`config.mk`:
```
export PLATFORM = sky130hd
export DESIGN_NAME = touch_gesture_button_classifier_unit
export DESIGN_NICKNAME = d
export VERILOG_FILES = /design/src/sv/tgbc_pkg.sv /design/src/sv/tgbc_ram.sv /design/src/sv/tgbc_div.sv /design/src/sv/touch_gesture_button_classifier_unit.sv
export SDC_FILE = /design/constraint.sdc
export NUM_CORES = 2
export LEC_CHECK = 0
export BUFFER_PORTS_ARGS = -buffer_cell sky130_fd_sc_hd__buf_2
export CORE_ASPECT_RATIO = 0.9
export CORE_MARGIN = 4
export CORE_UTILIZATION = 65
export DETAILED_ROUTE_END_ITERATION = 7
export GPL_ROUTABILITY_DRIVEN = 0
export PLACE_DENSITY = 0.82
export SETUP_SLACK_MARGIN = 0.1
export SLEW_MARGIN = 20
export SYNTH_ARGS = -nofsm -noshare
export SYNTH_HDL_FRONTEND = slang
export SYNTH_SLANG_ARGS = --single-unit
```
`constraint.sdc`:
```
create_clock -name clk -period 9.2 [get_ports clk]
set_input_delay 0.92 -clock clk [delete_from_list [all_inputs] [get_ports clk]]
set_output_delay 0.92 -clock clk [all_outputs]
set_load 0.02 [all_outputs]
```
`src/sv/tgbc_pkg.sv`:
```
package tgbc_pkg;

  localparam int MaxButtons = 16;
  localparam int CoordBits  = 12;
  localparam int IdxBits    = 4;
  localparam int DivBits    = 16;

  localparam logic [1:0] ACT_TICK  = 2'd0;
  localparam logic [1:0] ACT_WRITE = 2'd1;
  localparam logic [1:0] ACT_READ  = 2'd2;

  localparam logic [3:0] EV_NONE    = 4'd0;
  localparam logic [3:0] EV_ONGOING = 4'd1;
  localparam logic [3:0] EV_DOWN    = 4'd2;
  localparam logic [3:0] EV_CLICK   = 4'd3;
  localparam logic [3:0] EV_OUTSIDE = 4'd4;
  localparam logic [3:0] EV_LONG    = 4'd5;
  localparam logic [3:0] EV_REPEAT  = 4'd6;
  localparam logic [3:0] EV_STEP_R  = 4'd7;
  localparam logic [3:0] EV_STEP_L  = 4'd8;
  localparam logic [3:0] EV_STEP_D  = 4'd9;
  localparam logic [3:0] EV_STEP_U  = 4'd10;
  localparam logic [3:0] EV_END_R   = 4'd11;
  localparam logic [3:0] EV_END_L   = 4'd12;
  localparam logic [3:0] EV_END_D   = 4'd13;
  localparam logic [3:0] EV_END_U   = 4'd14;

  localparam logic [2:0] ST_NONE     = 3'd0;
  localparam logic [2:0] ST_PRESSED  = 3'd1;
  localparam logic [2:0] ST_DRAG     = 3'd2;
  localparam logic [2:0] ST_HOLD     = 3'd3;
  localparam logic [2:0] ST_RELEASED = 3'd4;

  localparam logic [2:0] CFG_ACTIVE = 3'd0;
  localparam logic [2:0] CFG_STEP   = 3'd1;
  localparam logic [2:0] CFG_LONG   = 3'd2;
  localparam logic [2:0] CFG_REPEAT = 3'd3;
  localparam logic [2:0] CFG_SMIN   = 3'd4;
  localparam logic [2:0] CFG_SW     = 3'd5;
  localparam logic [2:0] CFG_SH     = 3'd6;

  typedef logic [CoordBits-1:0] coord_t;

  typedef struct packed {
    logic   drag;
    coord_t b;
    coord_t r;
    coord_t t;
    coord_t l;
  } rect_t;

  // divider request and answer
  typedef struct packed {
    logic               start;
    logic [DivBits-1:0] num;
    logic [7:0]         den;
  } div_req_t;

  typedef struct packed {
    logic               done;
    logic [DivBits-1:0] quo;
    logic [7:0]         rem;
  } div_rsp_t;

endpackage

```
`src/sv/tgbc_ram.sv`:
```
module tgbc_ram #(
  parameter int Width = 8,
  parameter int Depth = 16
) (
  input  logic                     clk,
  input  logic                     we,
  input  logic [$clog2(Depth)-1:0] waddr,
  input  logic [Width-1:0]         wdata,
  input  logic [$clog2(Depth)-1:0] raddr,
  output logic [Width-1:0]         rdata
);
  logic [Width-1:0] mem [Depth];

  always_ff @(posedge clk) begin
    if (we) begin
      mem[waddr] <= wdata;
    end
    rdata <= mem[raddr];
  end
endmodule

```
`src/sv/tgbc_div.sv`:
```
module tgbc_div (
  input  logic              clk,
  input  logic              rst_n,
  input  tgbc_pkg::div_req_t req,
  output tgbc_pkg::div_rsp_t rsp
);
  // restoring divider, one quotient bit a cycle
  logic [3:0]  cnt_r, cnt_nxt;
  logic        busy_r, busy_nxt;
  logic        done_r, done_nxt;
  logic [tgbc_pkg::DivBits-1:0] q_r, q_nxt;
  logic [8:0]  rem_r, rem_nxt;
  logic [7:0]  den_r, den_nxt;
  logic [8:0]  trial;

  always_comb begin
    busy_nxt = busy_r;
    cnt_nxt  = cnt_r;
    q_nxt    = q_r;
    rem_nxt  = rem_r;
    den_nxt  = den_r;
    done_nxt = 1'b0;
    trial    = {rem_r[7:0], q_r[tgbc_pkg::DivBits-1]};
    if (req.start) begin
      busy_nxt = 1'b1;
      cnt_nxt  = 4'(tgbc_pkg::DivBits - 1);
      q_nxt    = req.num;
      rem_nxt  = '0;
      den_nxt  = req.den;
    end else if (busy_r) begin
      q_nxt = {q_r[tgbc_pkg::DivBits-2:0], 1'b0};
      if (trial >= {1'b0, den_r}) begin
        rem_nxt  = trial - {1'b0, den_r};
        q_nxt[0] = 1'b1;
      end else begin
        rem_nxt = trial;
      end
      if (cnt_r == '0) begin
        busy_nxt = 1'b0;
        done_nxt = 1'b1;
      end else begin
        cnt_nxt = cnt_r - 4'd1;
      end
    end
  end

  always_ff @(posedge clk) begin
    if (!rst_n) begin
      busy_r <= 1'b0;
      done_r <= 1'b0;
      cnt_r  <= '0;
    end else begin
      busy_r <= busy_nxt;
      done_r <= done_nxt;
      cnt_r  <= cnt_nxt;
    end
    q_r   <= q_nxt;
    rem_r <= rem_nxt;
    den_r <= den_nxt;
  end

  assign rsp.done = done_r;
  assign rsp.quo  = q_r;
  assign rsp.rem  = rem_r[7:0];
endmodule

```
`src/sv/touch_gesture_button_classifier_unit.sv`:
```
// Touch gesture and button classifier. Each input transaction is a sample tick,
// a button table write or a button status read, and gives exactly one result
// transaction. A moving touch tick runs two 16-bit divisions of travel by
// move_step, one bit a cycle, on a shared restoring divider. A long-press repeat
// test is a third division, of the tick count by repeat_ticks, on the same
// divider, and a button search walks the rectangle table one entry at a time
// through S_SRCH and S_SCHK, as its memory has a registered read. in_tready is
// low while a transaction is in work and while its result waits in the output
// register, so the next input is taken the cycle after the result is accepted.
module touch_gesture_button_classifier_unit (
  input  logic        clk,
  input  logic        rst_n,
  input  logic        in_tvalid,
  output logic        in_tready,
  // action[1:0], touched[2], touch_x[14:3], touch_y[26:15], entry_index[30:27],
  // rect_left[42:31], rect_top[54:43], rect_right[66:55], rect_bottom[78:67],
  // draggable[79]
  input  logic [79:0] in_tdata,
  output logic        out_tvalid,
  input  logic        out_tready,
  // event_res[3:0], button_id[7:4], beep[8], button_status[11:9]
  output logic [15:0] out_tdata,
  input  logic        cfg_valid,
  output logic        cfg_ready,
  input  logic [2:0]  cfg_index,
  input  logic [15:0] cfg_data
);
  localparam int CB = tgbc_pkg::CoordBits;
  localparam int IB = tgbc_pkg::IdxBits;
  localparam int NB = tgbc_pkg::MaxButtons;
  localparam int DB = tgbc_pkg::DivBits;

  localparam logic [3:0] S_IDLE  = 4'd0;
  localparam logic [3:0] S_DIVX  = 4'd1;
  localparam logic [3:0] S_WX    = 4'd2;
  localparam logic [3:0] S_WY    = 4'd3;
  localparam logic [3:0] S_DECIDE= 4'd4;
  localparam logic [3:0] S_WREP  = 4'd5;
  localparam logic [3:0] S_SRCH  = 4'd6;
  localparam logic [3:0] S_SCHK  = 4'd7;
  localparam logic [3:0] S_CLR   = 4'd8;
  localparam logic [3:0] S_OUT   = 4'd9;

  // search kinds
  localparam logic [1:0] K_DOWN  = 2'd0;
  localparam logic [1:0] K_CLICK = 2'd1;
  localparam logic [1:0] K_LONG  = 2'd2;
  localparam logic [1:0] K_REP   = 2'd3;

  // config
  logic [4:0]  act_r;
  logic [7:0]  mstep_r;
  logic [15:0] lpt_r;
  logic [7:0]  rpt_r;
  logic [CB-1:0] smin_r, sw_r, sh_r;

  // state
  logic [3:0]  st_r, st_nxt;
  logic [15:0] tick_r, tick_nxt;
  logic [1:0]  idle_r, idle_nxt;
  logic        tact_r, tact_nxt, slid_r, slid_nxt;
  logic [CB-1:0] spx_r, spx_nxt, spy_r, spy_nxt, cpx_r, cpx_nxt, cpy_r, cpy_nxt;
  logic [CB-1:0] slx_r, slx_nxt, sly_r, sly_nxt;
  logic [CB-1:0] lsx_r, lsx_nxt, lsy_r, lsy_nxt, sx_r, sx_nxt;
  logic [2:0]  bst_r [NB];
  logic [2:0]  bst_nxt [NB];
  logic [IB:0] idx_r, idx_nxt;
  logic [1:0]  kind_r, kind_nxt;
  logic [3:0]  ev_r, ev_nxt, id_r, id_nxt;
  logic        beep_r, beep_nxt, clrdrag_r, clrdrag_nxt;
  logic [2:0]  stat_r, stat_nxt;
  logic        ov_r, ov_nxt;
  logic [4:0]  nb;

  tgbc_pkg::div_req_t dreq;
  tgbc_pkg::div_rsp_t drsp;
  tgbc_div u_div (.clk(clk), .rst_n(rst_n), .req(dreq), .rsp(drsp));

  logic          ram_we;
  logic [IB-1:0] ram_ra;
  tgbc_pkg::rect_t ram_wd, ram_rd;
  tgbc_ram #(.Width($bits(tgbc_pkg::rect_t)), .Depth(NB)) u_ram (
    .clk(clk), .we(ram_we), .waddr(in_tdata[30:27]), .wdata(ram_wd),
    .raddr(ram_ra), .rdata(ram_rd)
  );

  logic [1:0]    f_act;
  logic          f_touch;
  logic [CB-1:0] f_x, f_y;
  assign f_act   = in_tdata[1:0];
  assign f_touch = in_tdata[2];
  assign f_x     = in_tdata[14:3];
  assign f_y     = in_tdata[26:15];
  assign ram_wd  = {in_tdata[79], in_tdata[78:67], in_tdata[66:55], in_tdata[54:43],
                    in_tdata[42:31]};

  assign in_tready = (st_r == S_IDLE) && !ov_r;
  assign cfg_ready = 1'b1;
  assign out_tvalid = ov_r;
  assign out_tdata  = {4'd0, stat_r, beep_r, id_r, ev_r};
  assign nb = (act_r > 5'(NB)) ? 5'(NB) : act_r;
  assign ram_ra = idx_r[IB-1:0];

  logic in_acc;
  assign in_acc = in_tvalid && in_tready;

  logic [CB-1:0] mx, my, stp;
  logic in_s, in_e, hit;
  always_comb begin
    mx = (cpx_r > spx_r) ? cpx_r - spx_r : spx_r - cpx_r;
    my = (cpy_r > spy_r) ? cpy_r - spy_r : spy_r - cpy_r;
    stp = CB'(mstep_r == 8'd0 ? 8'd1 : mstep_r);
    in_s = spy_r >= ram_rd.t && spy_r <= ram_rd.b && spx_r >= ram_rd.l && spx_r <= ram_rd.r;
    in_e = cpy_r >= ram_rd.t && cpy_r <= ram_rd.b && cpx_r >= ram_rd.l && cpx_r <= ram_rd.r;
    hit  = (kind_r == K_CLICK) ? (in_s && in_e) : in_s;
  end

  always_comb begin
    st_nxt = st_r; tick_nxt = tick_r; idle_nxt = idle_r; tact_nxt = tact_r;
    slid_nxt = slid_r; spx_nxt = spx_r; spy_nxt = spy_r; cpx_nxt = cpx_r;
    cpy_nxt = cpy_r; slx_nxt = slx_r; sly_nxt = sly_r; lsx_nxt = lsx_r;
    lsy_nxt = lsy_r; sx_nxt = sx_r;
    idx_nxt = idx_r; kind_nxt = kind_r; ev_nxt = ev_r; id_nxt = id_r;
    beep_nxt = beep_r; stat_nxt = stat_r; clrdrag_nxt = clrdrag_r;
    ov_nxt = ov_r;
    for (int i = 0; i < NB; i++) bst_nxt[i] = bst_r[i];
    dreq = '0;
    ram_we = 1'b0;
    if (ov_r && out_tready) ov_nxt = 1'b0;
    case (st_r)
      S_IDLE: begin
        if (in_acc) begin
          ev_nxt = tgbc_pkg::EV_NONE; id_nxt = '0; beep_nxt = 1'b0;
          stat_nxt = tgbc_pkg::ST_NONE; idx_nxt = '0;
          st_nxt = S_OUT;
          if (f_act == tgbc_pkg::ACT_WRITE) begin
            ram_we = 1'b1;
          end else if (f_act == tgbc_pkg::ACT_READ) begin
            stat_nxt = bst_r[in_tdata[30:27]];
          end else if (f_act == tgbc_pkg::ACT_TICK) begin
            if (f_touch) begin
              if (tick_r != 16'hFFFF) tick_nxt = tick_r + 16'd1;
              if (tick_r == 16'd0) begin
                tact_nxt = 1'b1; slid_nxt = 1'b0; idle_nxt = '0;
                spx_nxt = f_x; spy_nxt = f_y; lsx_nxt = '0; lsy_nxt = '0;
                slx_nxt = f_x; sly_nxt = f_y;
                kind_nxt = K_DOWN; st_nxt = S_SRCH;
              end else begin
                cpx_nxt = f_x; cpy_nxt = f_y;
                st_nxt = S_DIVX;
              end
            end else if (tact_r) begin
              if (idle_r != 2'd3) idle_nxt = idle_r + 2'd1;
              if (idle_r >= 2'd1) begin
                tact_nxt = 1'b0; tick_nxt = '0;
                if (slid_r) begin
                  // final slide direction, end point is the current point
                  clrdrag_nxt = 1'b1; st_nxt = S_CLR;
                  if (mx > my && mx > smin_r && cpx_r > spx_r)
                    ev_nxt = tgbc_pkg::EV_END_R;
                  else if (mx > my && mx > smin_r && cpx_r < spx_r && spx_r <= sw_r)
                    ev_nxt = tgbc_pkg::EV_END_L;
                  else if (mx < my && my > smin_r && cpy_r > spy_r)
                    ev_nxt = tgbc_pkg::EV_END_D;
                  else if (mx < my && my > smin_r && cpy_r < spy_r && spy_r <= sh_r)
                    ev_nxt = tgbc_pkg::EV_END_U;
                end else begin
                  kind_nxt = K_CLICK; st_nxt = S_SRCH;
                end
              end else begin
                ev_nxt = tgbc_pkg::EV_ONGOING;
              end
            end else begin
              clrdrag_nxt = 1'b1; st_nxt = S_CLR;
            end
          end
        end
      end
      S_DIVX: begin
        dreq.start = 1'b1; dreq.num = DB'(mx); dreq.den = stp[7:0];
        st_nxt = S_WX;
      end
      S_WX: if (drsp.done) begin
        sx_nxt = drsp.quo[CB-1:0];
        dreq.start = 1'b1; dreq.num = DB'(my); dreq.den = stp[7:0];
        st_nxt = S_WY;
      end
      S_WY: if (drsp.done) begin
        st_nxt = S_DECIDE;
        lsx_nxt = sx_r; lsy_nxt = drsp.quo[CB-1:0];
        if (sx_r != lsx_r && mx > my) begin
          slid_nxt = 1'b1; slx_nxt = slx_r; clrdrag_nxt = 1'b0; st_nxt = S_CLR;
          ev_nxt = (cpx_r > slx_r) ? tgbc_pkg::EV_STEP_R :
                   (cpx_r < slx_r) ? tgbc_pkg::EV_STEP_L : tgbc_pkg::EV_NONE;
          if (cpx_r != slx_r) slx_nxt = cpx_r;
        end else if (sx_r == lsx_r && drsp.quo[CB-1:0] != lsy_r && mx < my) begin
          // a vertical step counts only when the horizontal count held still
          slid_nxt = 1'b1; clrdrag_nxt = 1'b0; st_nxt = S_CLR;
          ev_nxt = (cpy_r > sly_r) ? tgbc_pkg::EV_STEP_D :
                   (cpy_r < sly_r) ? tgbc_pkg::EV_STEP_U : tgbc_pkg::EV_NONE;
          if (cpy_r != sly_r) sly_nxt = cpy_r;
        end else if (sx_r != lsx_r || drsp.quo[CB-1:0] != lsy_r) begin
          slid_nxt = 1'b1;
        end
      end
      S_DECIDE: begin
        ev_nxt = tact_r ? tgbc_pkg::EV_ONGOING : tgbc_pkg::EV_NONE;
        st_nxt = S_OUT;
        if (tick_r >= lpt_r && !slid_r) begin
          if (tick_r == lpt_r) begin
            kind_nxt = K_LONG; st_nxt = S_SRCH;
          end else if (rpt_r != 8'd0) begin
            dreq.start = 1'b1; dreq.num = tick_r; dreq.den = rpt_r;
            st_nxt = S_WREP;
          end
        end
      end
      S_WREP: begin
        // remainder of the tick count by repeat_ticks
        if (drsp.done) begin
          st_nxt = S_OUT;
          if (drsp.rem == 8'd0) begin
            kind_nxt = K_REP; st_nxt = S_SRCH;
          end
        end
      end
      S_SRCH: begin
        // memory read of entry idx is in flight
        if (idx_r >= {1'b0, nb[IB-1:0]} && !(nb == 5'(NB) && idx_r < 5'(NB))) begin
          st_nxt = S_OUT;
          if (kind_r == K_DOWN) ev_nxt = tgbc_pkg::EV_NONE;
          else if (kind_r == K_CLICK) begin
            ev_nxt = tgbc_pkg::EV_OUTSIDE; clrdrag_nxt = 1'b1; st_nxt = S_CLR;
          end else ev_nxt = tgbc_pkg::EV_OUTSIDE;
        end else st_nxt = S_SCHK;
      end
      S_SCHK: begin
        if (hit) begin
          id_nxt = idx_r[IB-1:0]; st_nxt = S_OUT;
          case (kind_r)
            K_DOWN: begin
              ev_nxt = tgbc_pkg::EV_DOWN;
              bst_nxt[idx_r[IB-1:0]] = ram_rd.drag ? tgbc_pkg::ST_DRAG : tgbc_pkg::ST_PRESSED;
            end
            K_CLICK: begin
              ev_nxt = tgbc_pkg::EV_CLICK; beep_nxt = 1'b1;
              bst_nxt[idx_r[IB-1:0]] = tgbc_pkg::ST_RELEASED;
            end
            K_LONG: begin
              ev_nxt = tgbc_pkg::EV_LONG; bst_nxt[idx_r[IB-1:0]] = tgbc_pkg::ST_HOLD;
            end
            default: begin
              ev_nxt = tgbc_pkg::EV_REPEAT; bst_nxt[idx_r[IB-1:0]] = tgbc_pkg::ST_HOLD;
            end
          endcase
        end else begin
          idx_nxt = idx_r + 5'd1; st_nxt = S_SRCH;
        end
      end
      S_CLR: begin
        for (int i = 0; i < NB; i++) begin
          if (5'(i) < nb) begin
            if (bst_r[i] == tgbc_pkg::ST_HOLD) bst_nxt[i] = tgbc_pkg::ST_RELEASED;
            if (clrdrag_r && bst_r[i] == tgbc_pkg::ST_DRAG) bst_nxt[i] = tgbc_pkg::ST_NONE;
          end
        end
        st_nxt = S_OUT;
      end
      S_OUT: begin
        if (!ov_r || out_tready) begin
          ov_nxt = 1'b1; st_nxt = S_IDLE;
        end
      end
      default: st_nxt = S_IDLE;
    endcase
  end

  always_ff @(posedge clk) begin
    if (!rst_n) begin
      st_r <= S_IDLE; tick_r <= '0; idle_r <= '0; tact_r <= 1'b0; slid_r <= 1'b0;
      spx_r <= '0; spy_r <= '0; cpx_r <= '0; cpy_r <= '0; slx_r <= '0; sly_r <= '0;
      lsx_r <= '0; lsy_r <= '0; ov_r <= 1'b0;
      for (int i = 0; i < NB; i++) bst_r[i] <= tgbc_pkg::ST_NONE;
      act_r <= '0; mstep_r <= 8'd20; lpt_r <= 16'd100; rpt_r <= 8'd10;
      smin_r <= CB'(32); sw_r <= CB'(240); sh_r <= CB'(320);
    end else begin
      st_r <= st_nxt; tick_r <= tick_nxt; idle_r <= idle_nxt; tact_r <= tact_nxt;
      slid_r <= slid_nxt; spx_r <= spx_nxt; spy_r <= spy_nxt; cpx_r <= cpx_nxt;
      cpy_r <= cpy_nxt; slx_r <= slx_nxt; sly_r <= sly_nxt; lsx_r <= lsx_nxt;
      lsy_r <= lsy_nxt; ov_r <= ov_nxt;
      for (int i = 0; i < NB; i++) bst_r[i] <= bst_nxt[i];
      if (cfg_valid && cfg_ready) begin
        case (cfg_index)
          tgbc_pkg::CFG_ACTIVE: act_r   <= cfg_data[4:0];
          tgbc_pkg::CFG_STEP:   mstep_r <= cfg_data[7:0];
          tgbc_pkg::CFG_LONG:   lpt_r   <= cfg_data;
          tgbc_pkg::CFG_REPEAT: rpt_r   <= cfg_data[7:0];
          tgbc_pkg::CFG_SMIN:   smin_r  <= cfg_data[CB-1:0];
          tgbc_pkg::CFG_SW:     sw_r    <= cfg_data[CB-1:0];
          tgbc_pkg::CFG_SH:     sh_r    <= cfg_data[CB-1:0];
          default: ;
        endcase
      end
    end
    sx_r <= sx_nxt; idx_r <= idx_nxt;
    kind_r <= kind_nxt; ev_r <= ev_nxt; id_r <= id_nxt; beep_r <= beep_nxt;
    stat_r <= stat_nxt; clrdrag_r <= clrdrag_nxt;
  end
endmodule
```
; ---- Yosys cells after proc, flatten, opt, wreduce, memory -nomap -nowiden
; Memories as Yosys holds them, arrays and structs flattened. A register that Yosys moved wholly into a read port is not among the register bits.
; Index checks and enable logic that the tools add are counted.
; Widths: inputs -> output; s select.
[word_totals]
regBits = 261
ramBits = 832
output_inout_bits = 19
wordCells = 549
mem_count = 2
[op_classes]
add_sub_neg = 9
magnitude_cmp = 46
n_eq_ne = 96
mux = 242
bitwise_logic = 28
reduce_logical = 92
[memory_table]
columns = memory, words, width, rd, rd_ports_with_merged_regs, wr, line
row1 = u_ram.mem, 16, 49, 1, 1, 1, tgbc_ram.sv:12  ; logic [Width-1:0] mem [Depth];
row2 = bst_r, 16, 3, 17, 1, 16, touch_gesture_button_classifier_unit.sv:65  ; logic [2:0] bst_r [NB];
[ops]
columns = cell, count
row1 = $mux 12, 29
row2 = $mux 3, 67
row3 = $pmux 48 s2, 2
row4 = $mux 4, 46
row5 = $eq 3x2->1 const B, 34
row6 = $mux 25, 4
row7 = $mux 16, 6
row8 = $pmux 12 s2, 4
row9 = $gt 12x12->1, 7
row10 = $pmux 25 s3, 1
row11 = $le 12x12->1, 6
row12 = $lt 12x12->1, 5
row13 = $mux 1, 49
row14 = $bwmux 48, 1
row15 = $ge 12x12->1, 4
row16 = $mux 48, 1
row17 = $ne 12x12->1, 4
row18 = $sub 12x12->12, 4
row19 = $ne 2x2->1 const B, 22
row20 = $logic_and 1x1->1, 41
row21 = $lt 4x5->1 const A, 8
row22 = $pmux 4 s10, 1
row23 = $mux 2, 17
row24 = $and 32x32->32, 1
row25 = 74 further kinds, 149

; ---- Longest topological paths before layout
[depth]
depth_word = 19
mapped_depth = 24
ltp_nobuf = 23

; ---- Modules after synthesis
; Synthesis repeated with hierarchy kept, for this count alone.
[hier_totals]
cells_unflattened = 3913
area_unflattened_um2 = 52412.8
[by_module_without_submodules]
columns = mod, n_inst, cells_each, area_each_um2, seq_area_each_um2
row1 = tgbc_ram, 1, 1268, 30336.6, 24523.5
row2 = touch_gesture_button_classifier_unit, 1, 2469, 20049.2, 5805.6
row3 = tgbc_div, 1, 176, 2026.9, 1001.0

; ---- Least setup slack after synthesis
; OpenSTA, ideal clock, no wires.
[synth_path]
path_type = register to register
from = register st_r[0]
to = memory u_ram.mem[0][0] (netlist bit), enable pin
t_arrival_ns = 5.146
setup_slack_ns = 3.538
path_stages_with_launch = 10
path_buffers = 2
path_cell_list = dfxtp_1 -> buf_6 -> or4_4 -> buf_6 -> nor2_8 -> nand2_4 -> inv_6 -> nand2_1 -> or3_1 -> nor3_1
[synth_via]
elab_chain_len = 7
[synth_rtl]
columns = item, line
row1 = from (decl), touch_gesture_button_classifier_unit.sv:58  ; logic [3:0] st_r, st_nxt;
row2 = from (signal assigned), touch_gesture_button_classifier_unit.sv:287  ; st_r <= st_nxt; tick_r <= tick_nxt; idle_r <= idle_nxt; tact_r <= tact_nxt;
row3 = $logic_not 4->1, touch_gesture_button_classifier_unit.sv:97  ; assign in_tready = (st_r == S_IDLE) && !ov_r;
row4 = $logic_and 1x1->1, touch_gesture_button_classifier_unit.sv:97
row5 = named net in_tready, touch_gesture_button_classifier_unit.sv:14  ; output logic in_tready,
row6 = $logic_and 1x1->1, touch_gesture_button_classifier_unit.sv:105  ; assign in_acc = in_tvalid && in_tready;
row7 = $mux 1, touch_gesture_button_classifier_unit.sv:132  ; if (in_acc) begin
row8 = $mux 1, touch_gesture_button_classifier_unit.sv:130  ; case (st_r)
row9 = $mux 1, tgbc_ram.sv:15  ; if (we) begin
row10 = $mux 1 (implied by the code), tgbc_ram.sv:16  ; mem[waddr] <= wdata;
row11 = to (decl), tgbc_ram.sv:12
; The timed path passes the listed nets, and every way through them passes these cells.

; ---- Final worst setup path
[layout_path]
from = register spy_r[6]
to = register slx_r[6]
[layout_via]
elab_chain_len = 6
elab_cells_between_ends = 8
classes_between = add/sub (2) / order compare (2) / eq/ne (1) / mux (1) / reduce/logical (2)
[layout_rtl]
columns = item, line
row1 = from (decl), touch_gesture_button_classifier_unit.sv:62  ; logic [CB-1:0] spx_r, spx_nxt, spy_r, spy_nxt, cpx_r, cpx_nxt, cpy_r, cpy_nxt;
row2 = from (signal assigned), touch_gesture_button_classifier_unit.sv:288  ; slid_r <= slid_nxt; spx_r <= spx_nxt; spy_r <= spy_nxt; cpx_r <= cpx_nxt;
row3 = $sub 12x12->12 or $gt 12x12->1 (tied branches), touch_gesture_button_classifier_unit.sv:111  ; my = (cpy_r > spy_r) ? cpy_r - spy_r : spy_r - cpy_r;
row4 = $mux 12 *, touch_gesture_button_classifier_unit.sv:111
row5 = $gt 12x12->1 *, touch_gesture_button_classifier_unit.sv:191  ; if (sx_r != lsx_r && mx > my) begin
row6 = $logic_and 1x1->1 *, touch_gesture_button_classifier_unit.sv:191
row7 = $ne 2x2->1 (no source line) *, --
row8 = $reduce_and 10->1 (no source line) *, --
row9 = to (signal assigned), touch_gesture_button_classifier_unit.sv:289  ; cpy_r <= cpy_nxt; slx_r <= slx_nxt; sly_r <= sly_nxt; lsx_r <= lsx_nxt;
row10 = to (decl), touch_gesture_button_classifier_unit.sv:63  ; logic [CB-1:0] slx_r, slx_nxt, sly_r, sly_nxt;
; Mark *: on every way between the ends. The rest lies on a longest branch, timed or not.
; A chain may end at the register's enable or synchronous reset.

==> qor.yml <==
finish:
  final-instance-count-excl-fill: 5083
  syn2layout_area_growth_pct: 10.4
  nets: 4312
  layout_common_cells: "edfxtp_1, nand2_1, dfxtp_1, ha_1, mux4_2"
  drive_gt1_share_pct: 16.1
  finalInstanceArea_um2: 57800
  final_common_cell: "edfxtp_1"
logic_synthesis:
  synth_top_family_by_area: "multiplexers"
  avgSynthCellArea_um2: 13.6
  synthMuxAreaShare_pct: 12.5
  synth-seq-cells: 1145
  synthXorXnorAreaFrac_pct: 1.00
  synth_cell_type_count: 90
  synthCells: 3836
  ys.flop_type: "edfxtp_1"
  synth_adder_area_share_pct: 6.72
  synth-async-reset-ratio_pct: 0
  synth_warnings: 0
  synth_edf_count: 840
  syn_area_um2: 52300
  synth_compound_area_share_pct: 8.39
  yosysSeqAreaShare_pct: 59.9
  synth-simple-area-share_pct: 8.37
min_path:
  hold_path_depth: 2
  hold_class: "flip-flop to flip-flop"
  holdCritStartpoint: "lpt_r[11]"
critical_path:
  worstSetupEndpointType: "flip-flop"
  crit_path_cell_trace: "inv_1 > ha_1 > nand4_1 > a21oi_1 > o311ai_0 > a21oi_2 > nor3b_1 > a31oi_1 > a2111oi_0 > and4b_1 > inv_1 > ha_1 > nand3_1 > nor3_1 > o21ai_0 > o211a_1 > nor3_1 > o31a_1 > o21a_1 > o211ai_1 > o211a_1"
  start_kind: "flip-flop"
  critPathKind: "flip-flop to flip-flop"
  crit_buf_inv: 2
  crit_fanout: 24
  critPathTopFamily: "compound AO/OA/AOI/OAI gates"
  worst-path-stages: 21
  cp-startpoint: "spy_r[6]"
  slowest_stage: "a21oi_2"
  cp.arrival_ns: 7.23
  rr_worst_depth: 21
  reg2reg_from: "spy_r[6]"
  slowest_delay_ns: 0.82
  cp_data_required_time_ns: 9.78
floorplan:
  die_area_um2: 85100
  coreArea_um2: 79600
  die_w_um: 307
  start_util_pct: 65.8
  rows: 98
  ioPinCount: 123
  die-height_um: 277
global_route:
  grt_overflow: 0
  antenna_found_initial: 21
  grt_use_total_pct: 33.3
  grt_start_max_net_pins: 142
  grt_pass1_wl_um: 213000
  grt_pass1_vias: 33700
power:
  peakVddDrop_mv: 0.210
  totalPowerFinal_mw: 13.6
  p_per_area_nw_per_um2: 235
  leakagePower_nw: 20.6
timing:
  setup_viol: 0
  finalCritPeriodShare_pct: 72.3
  skew_ns: 0.0602
  hold_violations: 0
  clock.fmax_mhz: 150
  tightestPinTransition_ns: 1.16
  max-slew-margin-rel_pct: 22.5
  post-route-min-period_ns: 6.65
  fin_tns_setup_ns: 0
  finalMaxSlewViolations: 0
  grt_setup_unrepaired: "no"
detailed_routing:
  finalWirelength_um: 144000
  drtPass1Iterations: 8
  viasPerCell: 6.86
  initialDrtViolationCount: 5422
  drc: 6
  dr_total_vias: 34900
  wire_per_inst_um: 28.3
  ant_nets: 0
cts:
  cts_tree: "yes"
  clk_latency_ns: 0.73
  ctsHoldBuffers: 0
  cts.sinks: 1145
  ctsRootBufferMaster: "clkbuf_16"
  post-cts-setup-buffer-count: 0
  cts_htree_levels: 3
  cts_buffers: 108
  path_clk_slew_ns: 0.06
  clock_path_buffers: 3
  post_cts_resized: 0
place:
  place_area_um2: 54000
  dp_cells: 4870
  io_buffers: 117
  dp_hpwl_um: 84400
job:
  cap_violations: 0
status:
  violations: "DRC"
  status: "finished, violations left"
[area by class of cell]
type | count | area (um2)
Antenna cell | 8 | 20.0
Clock buffer | 141 | 2990
Clock inverter | 64 | 713
Fill cell | 4849 | 21800
Inverter | 244 | 921
Multi-Input combinational cell | 2271 | 19500
Sequential cell | 1145 | 31300
Tap cell | 1050 | 1310
Timing Repair Buffer | 160 | 952
[synthesized netlist by cell type (all sizes together), types with 17 or more instances]
master,count,share of area [%]
edfxtp,840,48
nand2,384,2.8
dfxtp,305,12
ha,273,6.5
mux4,260,11
inv,243,1.8
a21oi,211,2.0
nor2,174,1.3
clkbuf,139,1.0
o21ai,99,0.95
nand3,79,0.76
mux2i,61,1.2
nand4,55,0.66
nor3,48,0.46
a21o,46,0.66
o211ai,45,0.65
a21boi,43,0.62
buf,40,0.37
nor2b,40,0.48
xnor2,36,0.60
a31oi,29,0.35
nand2b,28,0.33
xor2,24,0.40
and3,22,0.26
o21a,21,0.30
or3,21,0.25
o31ai,19,0.27
and2,18,0.22
nor4,18,0.22
a221oi,17,0.28
[registers in the layout, indices dropped and copies added (netlist names), 16 cells and up, named ones only]
signal       count
bst_r           47
u_ram.mem      784
tick_r          16
u_div.q_r       16
lpt_r           16
u_ram.rdata     49
[logic make-up (layout without fill, tap and decap cells)]
family,after synthesis,count (layout)
compound gates,670,670
fa+ha+maj,278,278
mux,329,329
flops,1145,1145
simple gates,929,929
buf+inv,423,609
other cells,2,13
xor+xnor,60,60
[per-stage QoR]
stage	util (%)	hold slack, ns	setup slack, ns
floorplan	-	0.436	3.54
global placement	67.9	0.442	3.04
detailed placement	67.9	0.451	2.68
CTS	72.6	0.446	2.65
global route	72.6	0.480	2.04
finish	72.6	0.461	2.55
[worst min-delay path: cells and delay by family, from the launching register on]
family          cells  cell delay (ns)
simple gates        1             0.05
compound gates      1             0.05
flops               1             0.31
[routing by layer]
| layer | GRT usage [%] | share of wire [%] | vias to the layer above |
|---|---|---|---|
| met2 | 53.0 | 47 | 2424 |
| met4 | 13.4 | 4.4 | 20 |
| met1 | 45.2 | 37 | 17200 |
| met3 | 7.64 | 11 | 432 |
| li1 | - | - | 14800 |
| met5 | 0 | 0.085 | - |
[path summary, 6_finish.rpt]
path / end / slack (ns)
setup / recovery: slx_r[6] / 2.55
hold reg to reg: lpt_r[11] / 0.46
hold / removal: lpt_r[11] / 0.46
setup reg to reg: slx_r[6] / 2.55
[power by group]
group / internal [mW] / switching, mW
clock: 2.60 / 2.03
combinational: 1.17 / 1.71
sequential: 5.83 / 0.239
total: 9.61 / 3.98
No activity file was read; power rests on OpenSTA's default activity.
